File: src/design/rtfc_pkg.sv
// ----------------------------------------------------------------------------
// rtfc_pkg
// Types and constants of the region table fault checker.
// ----------------------------------------------------------------------------
`default_nettype none

package rtfc_pkg;

  localparam int MAX_REGIONS = 64;
  localparam int PAGE_BITS   = 12;
  localparam int CNT_W       = $clog2(MAX_REGIONS + 1);
  localparam int ADDR_W      = 32;
  localparam int FLAG_W      = 3;

  typedef enum logic [1:0] {
    OP_INSERT = 2'd0,
    OP_CHECK  = 2'd1,
    OP_CLEAR  = 2'd2,
    OP_NONE   = 2'd3
  } op_t;

  typedef enum logic [1:0] {
    ST_OK     = 2'd0,
    ST_DENIED = 2'd1,
    ST_FULL   = 2'd2,
    ST_BAD    = 2'd3
  } status_t;

  // fault code values
  localparam logic [1:0] CODE_READ_ABSENT  = 2'd0;
  localparam logic [1:0] CODE_READ_PRESENT = 2'd1;

  // flag bits
  localparam int FLAG_READ  = 0;
  localparam int FLAG_WRITE = 1;
  localparam int FLAG_EXEC  = 2;

  typedef struct packed {
    logic [1:0]          operation;
    logic [ADDR_W-1:0]   address;
    logic [ADDR_W-1:0]   region_end;
    logic [FLAG_W-1:0]   region_flags;
    logic [1:0]          fault_code;
  } req_t;

  typedef struct packed {
    logic [1:0]          status;
    logic [ADDR_W-1:0]   page_address;
    logic [1:0]          page_perm;
  } rsp_t;

  // handed from one cell to the next
  typedef struct packed {
    logic                k;       // valid and start <= address
    logic                above;   // valid and end > address
    logic                valid;
    logic [ADDR_W-1:0]   start;
    logic [ADDR_W-1:0]   stop;
    logic [FLAG_W-1:0]   flags;
  } link_t;

  // per-cell status toward the top level
  typedef struct packed {
    logic                bad;     // insert would overlap this region
    logic                hit;     // first region ending above the address
    logic                late;    // hit, but region starts above the address
    logic [FLAG_W-1:0]   flags;   // flags when hit, else zero
  } cell_stat_t;

endpackage

`default_nettype wire

File: src/design/rtfc_cell.sv
// ----------------------------------------------------------------------------
// rtfc_cell
// One table slot: holds a region, compares it against the request and
// shifts up from its lower neighbor on insert.
// ----------------------------------------------------------------------------
`default_nettype none

module rtfc_cell (
  input  wire logic                        clk,
  input  wire logic                        valid,
  input  wire logic                        shift_en,
  input  wire logic [rtfc_pkg::ADDR_W-1:0] address,
  input  wire logic [rtfc_pkg::ADDR_W-1:0] region_end,
  input  wire logic [rtfc_pkg::FLAG_W-1:0] region_flags,
  input  wire rtfc_pkg::link_t             prev,
  output rtfc_pkg::link_t                  link,
  output rtfc_pkg::cell_stat_t             stat
);

  logic [rtfc_pkg::ADDR_W-1:0] start;
  logic [rtfc_pkg::ADDR_W-1:0] stop;
  logic [rtfc_pkg::FLAG_W-1:0] flags;
  logic                        k;
  logic                        above;

  assign k     = valid && (start <= address);
  assign above = valid && (stop > address);

  always_comb begin
    link.k     = k;
    link.above = above;
    link.valid = valid;
    link.start = start;
    link.stop  = stop;
    link.flags = flags;
    // ends are sorted too, so any overlap shows at the neighbor slots
    stat.bad   = valid && (k ? (stop > address) : (start < region_end));
    stat.hit   = above && !prev.above;
    stat.late  = stat.hit && (start > address);
    stat.flags = stat.hit ? flags : '0;
  end

  // slots at or after the insert position move up by one
  always_ff @(posedge clk) begin
    if (shift_en && !k) begin
      if (prev.k) begin
        start <= address;
        stop  <= region_end;
        flags <= region_flags;
      end else begin
        start <= prev.start;
        stop  <= prev.stop;
        flags <= prev.flags;
      end
    end
  end

endmodule

`default_nettype wire

File: config.mk
export PLATFORM = sky130hd
export DESIGN_NAME = rtfc_cell
export DESIGN_NICKNAME = d
export VERILOG_FILES = /design/src/design/rtfc_pkg.sv /design/src/design/rtfc_cell.sv
export SDC_FILE = /design/constraint.sdc
export NUM_CORES = 1
export LEC_CHECK = 0
export ABC_AREA = 1
export BUFFER_PORTS_ARGS = -buffer_cell sky130_fd_sc_hd__buf_4
export CORE_MARGIN = 1
export CORE_UTILIZATION = 40
export CTS_CLUSTER_DIAMETER = 30
export DETAILED_ROUTE_END_ITERATION = 10
export HOLD_SLACK_MARGIN = 0.12
export PLACE_DENSITY_LB_ADDON = 0.2
export SLEW_MARGIN = 0
export SYNTH_ARGS = -nofsm -noshare
export SYNTH_HDL_FRONTEND = slang
export SYNTH_SLANG_ARGS = --single-unit
File: constraint.sdc
create_clock -name clk -period 7.7 [get_ports clk]
set_input_delay 0.77 -clock clk [delete_from_list [all_inputs] [get_ports clk]]
set_output_delay 0.77 -clock clk [all_outputs]
set_load 0.01 [all_outputs]
---- Word-level counts from Yosys, hierarchy flattened ----
Index checks and enable logic that the tools add are counted.
storage, ports and cells
  output and inout port bits .............. 76
  word-level logic and storage cells ...... 20
  bits in registers ....................... 67
operators by class
  muxes and demuxes ....................... 5
  reductions and logical operators ........ 8
  magnitude comparators ................... 4
operators by type and width
  operator           count
  $gt 32x32->1       2
  $mux 32            2
  $le 32x32->1       1
  $lt 32x32->1       1
  $logic_and 1x1->1  6
  $mux 3             2
  $logic_not 1->1    2
  $mux 1             1

---- Longest topological paths before layout ----
Gate-level depths: netlist of run 1.
  depth after elaboration ................. 4
  gate-level depth with buffers ........... 17

---- Worst setup path after synthesis of run 1 ----
No wires, ideal clock.
  path kind ............................... input port to flip-flop
  start point ............................. input address[31] in the netlist's numbering
  end point ............................... register flags[0] in the netlist's numbering (enable)
  arrival ................................. 3.539 ns
  stages on the path ...................... 14
  path slack .............................. 3.723 ns
  buffers on the path ..................... 0
  cells stage by stage .................... inv_1 ha_1 nand2_1 nor2_2 nand2_2 nor2_1 nand2_1 o21ai_1 nor2_1 nand2_1 nand2_2 nand2_2 inv_2 nor2_2
between the ends
  cells in the longest elaborated chain, start to end .. 4
RTL lines
  item                    line             RTL
  start: declaration      rtfc_cell.sv:12  input wire logic [rtfc_pkg::ADDR_W-1:0] address,
  $le 32x32->1            rtfc_cell.sv:26  assign k = valid && (start <= address);
  $logic_and 1x1->1       rtfc_cell.sv:26
  net k                   rtfc_cell.sv:23  logic k;
  $logic_not 1->1         rtfc_cell.sv:45  if (shift_en && !k) begin
  $logic_and 1x1->1       rtfc_cell.sv:45
  end signal: assignment  rtfc_cell.sv:49  flags <= region_flags;
  end signal: assignment  rtfc_cell.sv:53  flags <= prev.flags;
  end: declaration        rtfc_cell.sv:22  logic [rtfc_pkg::FLAG_W-1:0] flags;
The timed path passes the listed nets, and every way through them passes these cells.
A chain may end at the register's enable or synchronous reset.

---- Worst setup path in the final report of run 1 ----
  start point ............................. input address[31] in the netlist's numbering
  end point ............................... register stop[28] in the netlist's numbering (enable)
between the ends
  cells in the longest elaborated chain, start to end .. 4
RTL lines
  item                    line             RTL
  $le 32x32->1            rtfc_cell.sv:26
  $logic_and 1x1->1       rtfc_cell.sv:26
  $logic_not 1->1         rtfc_cell.sv:45
  $logic_and 1x1->1       rtfc_cell.sv:45
  end signal: assignment  rtfc_cell.sv:48  stop <= region_end;
  end signal: assignment  rtfc_cell.sv:52  stop <= prev.stop;
  end: declaration        rtfc_cell.sv:21  logic [rtfc_pkg::ADDR_W-1:0] stop;
Every way passes these cells.

==> results of run 1 <==
==> flip-flops by register name, summed over array words and instances (netlist names) <==
name   cells
flags      3
start     32
stop      32
==> area by class of cell <==
class                           count  share of cell area [%]
Tap cell                          172                    2.97
Multi-Input combinational cell    438                    38.4
Clock buffer                       11                    3.21
Timing Repair Buffer              216                    22.4
Inverter                           91                    4.71
Clock inverter                      4                   0.586
Sequential cell                    67                    27.7
==> cells in the final DEF (no fill, tap or decap) <==
| cell type | n |
|---|---|
| buf_4 | 216 |
| a21oi_1 | 106 |
| ha_1 | 95 |
| nor2_1 | 91 |
| nand2_1 | 90 |
| inv_1 | 90 |
| edfxtp_1 | 67 |
| nand3_1 | 11 |
| o21ai_0 | 10 |
| clkbuf_16 | 9 |
| nand2_2 | 6 |
| o21a_1 | 4 |
| mux2_2 | 4 |
| nand4_1 | 3 |
| nor3_2 | 3 |
| a21o_1 | 2 |
| nor2_4 | 2 |
| nor2_2 | 2 |
| clkbuf_1 | 2 |
| clkinv_1 | 2 |
| nor3_1 | 1 |
| a31oi_1 | 1 |
| nor4_1 | 1 |
| and3_1 | 1 |
| nor3b_2 | 1 |
| nand4_2 | 1 |
| nor4_2 | 1 |
| o21ai_1 | 1 |
| nand3b_1 | 1 |
| inv_2 | 1 |
| clkinv_2 | 1 |
| bufinv_16 | 1 |
==> metrics by stage <==
step | util, % | cell area (um2)
after floorplan | - | 5220
after global placement | 55.1 | 6980
after detailed placement | 55.1 | 6980
after CTS | 57.3 | 7250
after global routing | 57.3 | 7250
final | 57.3 | 7250
==> per-layer routing <==
metal / global-route usage [%] / routed length [um]
met5: 0 / 0
met1: 26.7 / 6200
met3: 3.89 / 738
met4: 7.61 / 292
met2: 33.9 / 6520
==> worst min-delay path by stage <==
stage / from / end / slack (ns) / cells after the start
2_1_floorplan: prev[0] / flags[0] / 0.99 / 1
3_3_place_gp: prev[0] / flags[0] / 1.08 / 2
3_5_place_dp: region_flags[2] / flags[2] / 1.08 / 2
4_1_cts: prev[1] / flags[1] / 0.73 / 2
5_1_grt: region_flags[1] / flags[1] / 0.74 / 2
6_report: prev[1] / flags[1] / 0.74 / 2
==> synthesized netlist by cell type (all sizes together) <==
cell	number	share of area (%)
buf	15	1.4
ha	95	23
nand4	4	0.60
clkbuf	2	0.14
edfxtp	67	39
nand3	11	1.1
inv	91	6.5
mux2	4	0.86
a21o	2	0.29
a21oi	106	10
nor2	95	7.1
nor4	2	0.36
o21ai	11	1.1
o21a	4	0.58
nand2	96	7.2
nand3b	1	0.14
nor3b	1	0.24
and3	1	0.12
nor3	4	0.67
a31oi	1	0.12
==> worst max-delay path: cells and delay by family <==
family / cells / cell delay, ns
AND/OR/NAND/NOR: 9 / 1.46
buffers and inverters: 4 / 0.80
adder cells (fa/ha/maj): 1 / 0.30
==> kinds of logic after synthesis <==
kind of cell | synth area share [%]
buf+inv | 8.13
simple gates | 17.5
flops | 38.5
fa+ha+maj | 22.8
compound gates | 12.2
mux | 0.863
==> power groups by stage <==
stage	sequential [W]	combinational, W	clock (W)
finish	0.000461	0.000314	0.000400
floorplan	0.000477	0.000160	0
CTS	0.000462	0.000318	0.000405
global placement	0.000468	0.000308	0
global route	0.000464	0.000358	0.000421
detailed placement	0.000469	0.000315	0
==> impl_metrics.tcl, run 1 <==
set metrics [dict create \
    setup_ws_ns 4.28 \
    worstPathCellList "buf_4, inv_1, ha_1, nand2_1, nor2_2, nand2_2, nor4_2, nand2_1, nand2_1, nand2_2, nand2_2, inv_2, nor2_4, buf_4" \
    synth_area_per_cell_um2 8.52 \
    slowest_stage "buf_4" \
    wire_per_inst_um 13.8 \
    worstPathArrival_ns 3.39 \
    fin_skew_ns 0.00798 \
    syn_area_um2 5220 \
    clk_latency_ns 0.34 \
    path_class "input pin to flip-flop" \
    critPathCaptureType "flip-flop" \
    tns_ns 0 \
    die_area_um2 13500 \
    wl_um 13800 \
    p_comb_share_pct 26.7 \
    ir_worst_vdd_uv 103 \
    initial_core_util_pct 41.2 \
    vias 4832 \
    clk_pin_slew_worst_paths_ns 0.05 \
    ff2ff_path_depth 12 \
    switchingPower_w 0.000337 \
    worstReg2RegStart "start[27]" \
    postSynthCellCount 613 \
    antennaDiodeCount 0 \
    yosysWarningCount 0 \
    fmax_mhz 293 \
    fill_cells 1156 \
    drc_errors 0 \
    core_um2 12700 \
    cts_tree "built" \
    p_leak_nw 3.66 \
    min_path_type "input pin to flip-flop" \
    io_buffers 214 \
    first_global_vias 4590 \
    slew_headroom_pct 49.1 \
    swShare_pct 28.7 \
    internal-power_w 0.000839 \
    fin_crit_sh_pct 44.4 \
    drive_above_1_share_pct 30.0 \
    multi_input_area_um2 2790 \
    h-tree-depth 3 \
    worstSetupEndpoint "stop[28]" \
    synth_seq_cells 67 \
    track_usage_pct 20.5 \
    postRouteAntennaNets 0 \
    yosysSeqAreaShare_pct 38.5 \
    clock_sinks 67 \
    hold_ws_ns 0.738 \
    root_buffer "clkbuf_16" \
    rows 41 \
    drt_pass1_iterations 5 \
    hold_viol_final 0 \
    ctsResizeCount 0 \
    synthesis.nets 848 \
    die_w_um 116 \
    seqPwrFrac_pct 39.3 \
    dp_hpwl_um 11100 \
    dr.first_iter.drc_count 176 \
    syn_to_final_growth_pct 39.0 \
    clockBufferDepth 2 \
    grt_max_degree 75 \
    rsz0062_at_grt "false" \
    finalMaxSlewViolations 0 \
    setup_violations 0 \
    cp-start-kind "input pin" \
    worst_pin_slew_ns 0.762 \
    layout.nets 1058 \
    crit_path_start "address[31]" \
    gp_congestion 0.857 \
    p_clk_share_pct 34.0 \
    cp_slowest_stage_delay_ns 0.60 \
    overflow 0 \
    period_needed_ns 3.42 \
    worst_ep_required_time_ns 7.67 \
    regArea_um2 2010 \
    die_h_um 116 \
    pre_cts_slack_ns 3.83 \
    status "completed" \
    via_per_inst 4.84 \
    maxCapViolations 0 \
    cts_setup_buffers 0 \
    grt_first_pass_wirelength_um 21400 \
    pin_count 216 \
    worstReg2RegEnd "stop[28]" \
    place_inst 984 \
    synth_cell_types 30 \
    fin_cells 999 \
    cts_hold_buffers 0 \
    p_per_area_nw_per_um2 162 \
    antenna_found_initial 0 \
    worst-r2r-setup-slack_ns 4.42 \
    cts-buffers-inserted 9 \
    finalPower_w 0.00118 \
    cp_max_fo 42 \
]
(Power assumes the default switching activity.)
==> run 2: changes to the inputs <==
==> constraint.sdc (replaced) <==
create_clock -name clk -period 3.5 [get_ports clk]
set_input_delay 0.35 -clock clk [delete_from_list [all_inputs] [get_ports clk]]
set_output_delay 0.35 -clock clk [all_outputs]
set_load 0.01 [all_outputs]
==> run 2 against run 1 <==
Net effect: count of clock-buffer cells in the layout stayed put; non-clock buffer count is 2 higher; utilization is 0.059 points lower; die area stayed put; register-to-register slack worse by 3.6 ns; sequential share of layout area hardly changed; final cell count is 0.30% higher; setup slack worse by 3.4 ns; clock skew is 0.0017 ns lower; critical path type is now flip-flop to output pin; critical endpoint is now stat[5]; highest routed layer unchanged.
==> impl_metrics.tcl, run 2 (synthesized netlist as in run 1, its figures left out) <==
set metrics [dict create \
    reg.largest.list "start x32, stop x32, flags x3" \
    fmax_mhz 377 \
    fin_skew_ns 0.00624 \
    vias 4775 \
    antennaDiodeCount 0 \
    status "completed" \
    via_per_inst 4.77 \
    min_path_type "input pin to flip-flop" \
    io_buffers 214 \
    first_global_vias 4620 \
    track_usage_pct 21.1 \
    grt_max_degree 84 \
    grt.busiest_layer "met2" \
    setup_ws_ns 0.848 \
    crit_top_cell "nand2_1" \
    finalPower_w 0.00251 \
    worstPathCellList "ha_1, nand2_1, nor4_1, and3_1, a21oi_1, nand2_1, nand2_1, buf_4" \
    slowest_stage "nor4_1" \
    syn_to_final_growth_pct 38.8 \
    globalRouteMet2Util_pct 36.4 \
    worst_pin_slew_ns 0.781 \
    dr.first_iter.drc_count 198 \
    antenna_found_initial 0 \
    wire_per_inst_um 13.9 \
    finalMaxSlewViolations 0 \
    dp_hpwl_um 11300 \
    core_um2 12700 \
    layout.nets 1060 \
    worst_ep_required_time_ns 3.15 \
    cts_setup_buffers 0 \
    die_w_um 116 \
    use_met1_pct 26.2 \
    period_needed_ns 2.65 \
    clk_latency_ns 0.34 \
    worstPathArrival_ns 2.30 \
    tns_ns 0 \
    slew_headroom_pct 47.9 \
    postRouteAntennaNets 0 \
    final_area_um2 7250 \
    initial_core_util_pct 41.2 \
    ff2ff_path_depth 12 \
    p_leak_nw 3.66 \
    clk_pin_slew_worst_paths_ns 0.05 \
    layout_commonest_cell "buf_4" \
    hold_viol_final 0 \
    maxCapViolations 0 \
    worstReg2RegStart "start[31]" \
    die_h_um 116 \
    final_core_util_pct 57.2 \
    cp_max_fo 3 \
    min_delay_worst_endpoint "flags[2]" \
    worstReg2RegEnd "start[28]" \
    h-tree-depth 3 \
    clock_sinks 67 \
    fin_crit_sh_pct 75.8 \
    die_area_um2 13500 \
    cp_slowest_stage_delay_ns 0.54 \
    final_cell_mix "218 x buf_4, 106 x a21oi_1, 95 x ha_1" \
    ctsResizeCount 0 \
    path_class "flip-flop to output pin" \
    root_buffer "clkbuf_16" \
    p_per_area_nw_per_um2 347 \
    setup_violations 0 \
    gp_congestion 0.832 \
    grt_use_met3_pct 3.94 \
    critPathCaptureType "output pin" \
    post_dp_cell_area_um2 6990 \
    rows 41 \
    pin_count 216 \
    drive_above_1_share_pct 30.0 \
    rsz0062_at_grt "false" \
    cts_tree "built" \
    clockBufferDepth 2 \
    fill_cells 1177 \
    min_from "region_flags[2]" \
    cts-buffers-inserted 9 \
    grt_first_pass_wirelength_um 21800 \
    overflow 0 \
    worst-r2r-setup-slack_ns 0.85 \
    cts_hold_buffers 0 \
    ir_worst_vdd_uv 221 \
    pre_cts_slack_ns 0.752 \
    whs_path_depth 2 \
    drc_errors 0 \
    cp-start-kind "flip-flop" \
    critical_path.top_delay_family "simple AND/OR/NAND/NOR gates" \
    path_buf_inv 1 \
    drt_pass1_iterations 4 \
    wl_um 13900 \
]
==> run 2: metrics by stage <==
step / hold WS [ns] / cells
after CTS: 0.306 / 1002
final: 0.318 / 1002
after global routing: 0.322 / 1002
after floorplan: 0.570 / 613
after global placement: 0.660 / 986
after detailed placement: 0.662 / 986
==> run 2: power by group <==
part | switching (W) | internal (W)
clock | 0.000335 | 0.000469
combinational | 0.000357 | 0.000336
sequential | 0.0000485 | 0.000969
total | 0.000741 | 0.00177
==> run 2: cell type report <==
class | instances | area (um2) | share of cell area (%)
timing repair buffer | 218 | 1640 | 22.6
inverter | 91 | 342 | 4.71
clock inverter | 5 | 20.0 | 0.276
sequential | 67 | 2010 | 27.8
multi-input combinational | 438 | 2790 | 38.5
tap | 172 | 215 | 2.97
clock buffer | 11 | 233 | 3.21
==> run 2: how the worst max path moves through the flow <==
stage / start / endpoint / cells past startpoint
after CTS: start[31] / start[3] / 12
after floorplan: start[31] / flags[0] / 13
after global routing: start[7] / start[3] / 14
after detailed placement: address[31] / stop[5] / 14
final: start[31] / stat[5] / 8
after global placement: address[31] / stop[5] / 14
==> run 2: metal layers <==
| metal | routed length [um] | up-vias |
|---|---|---|
| li1 | - | 2495 |
| met1 | 6320 | 2145 |
| met2 | 6780 | 121 |
| met3 | 563 | 14 |
| met4 | 232 | 0 |
| met5 | 0 | - |
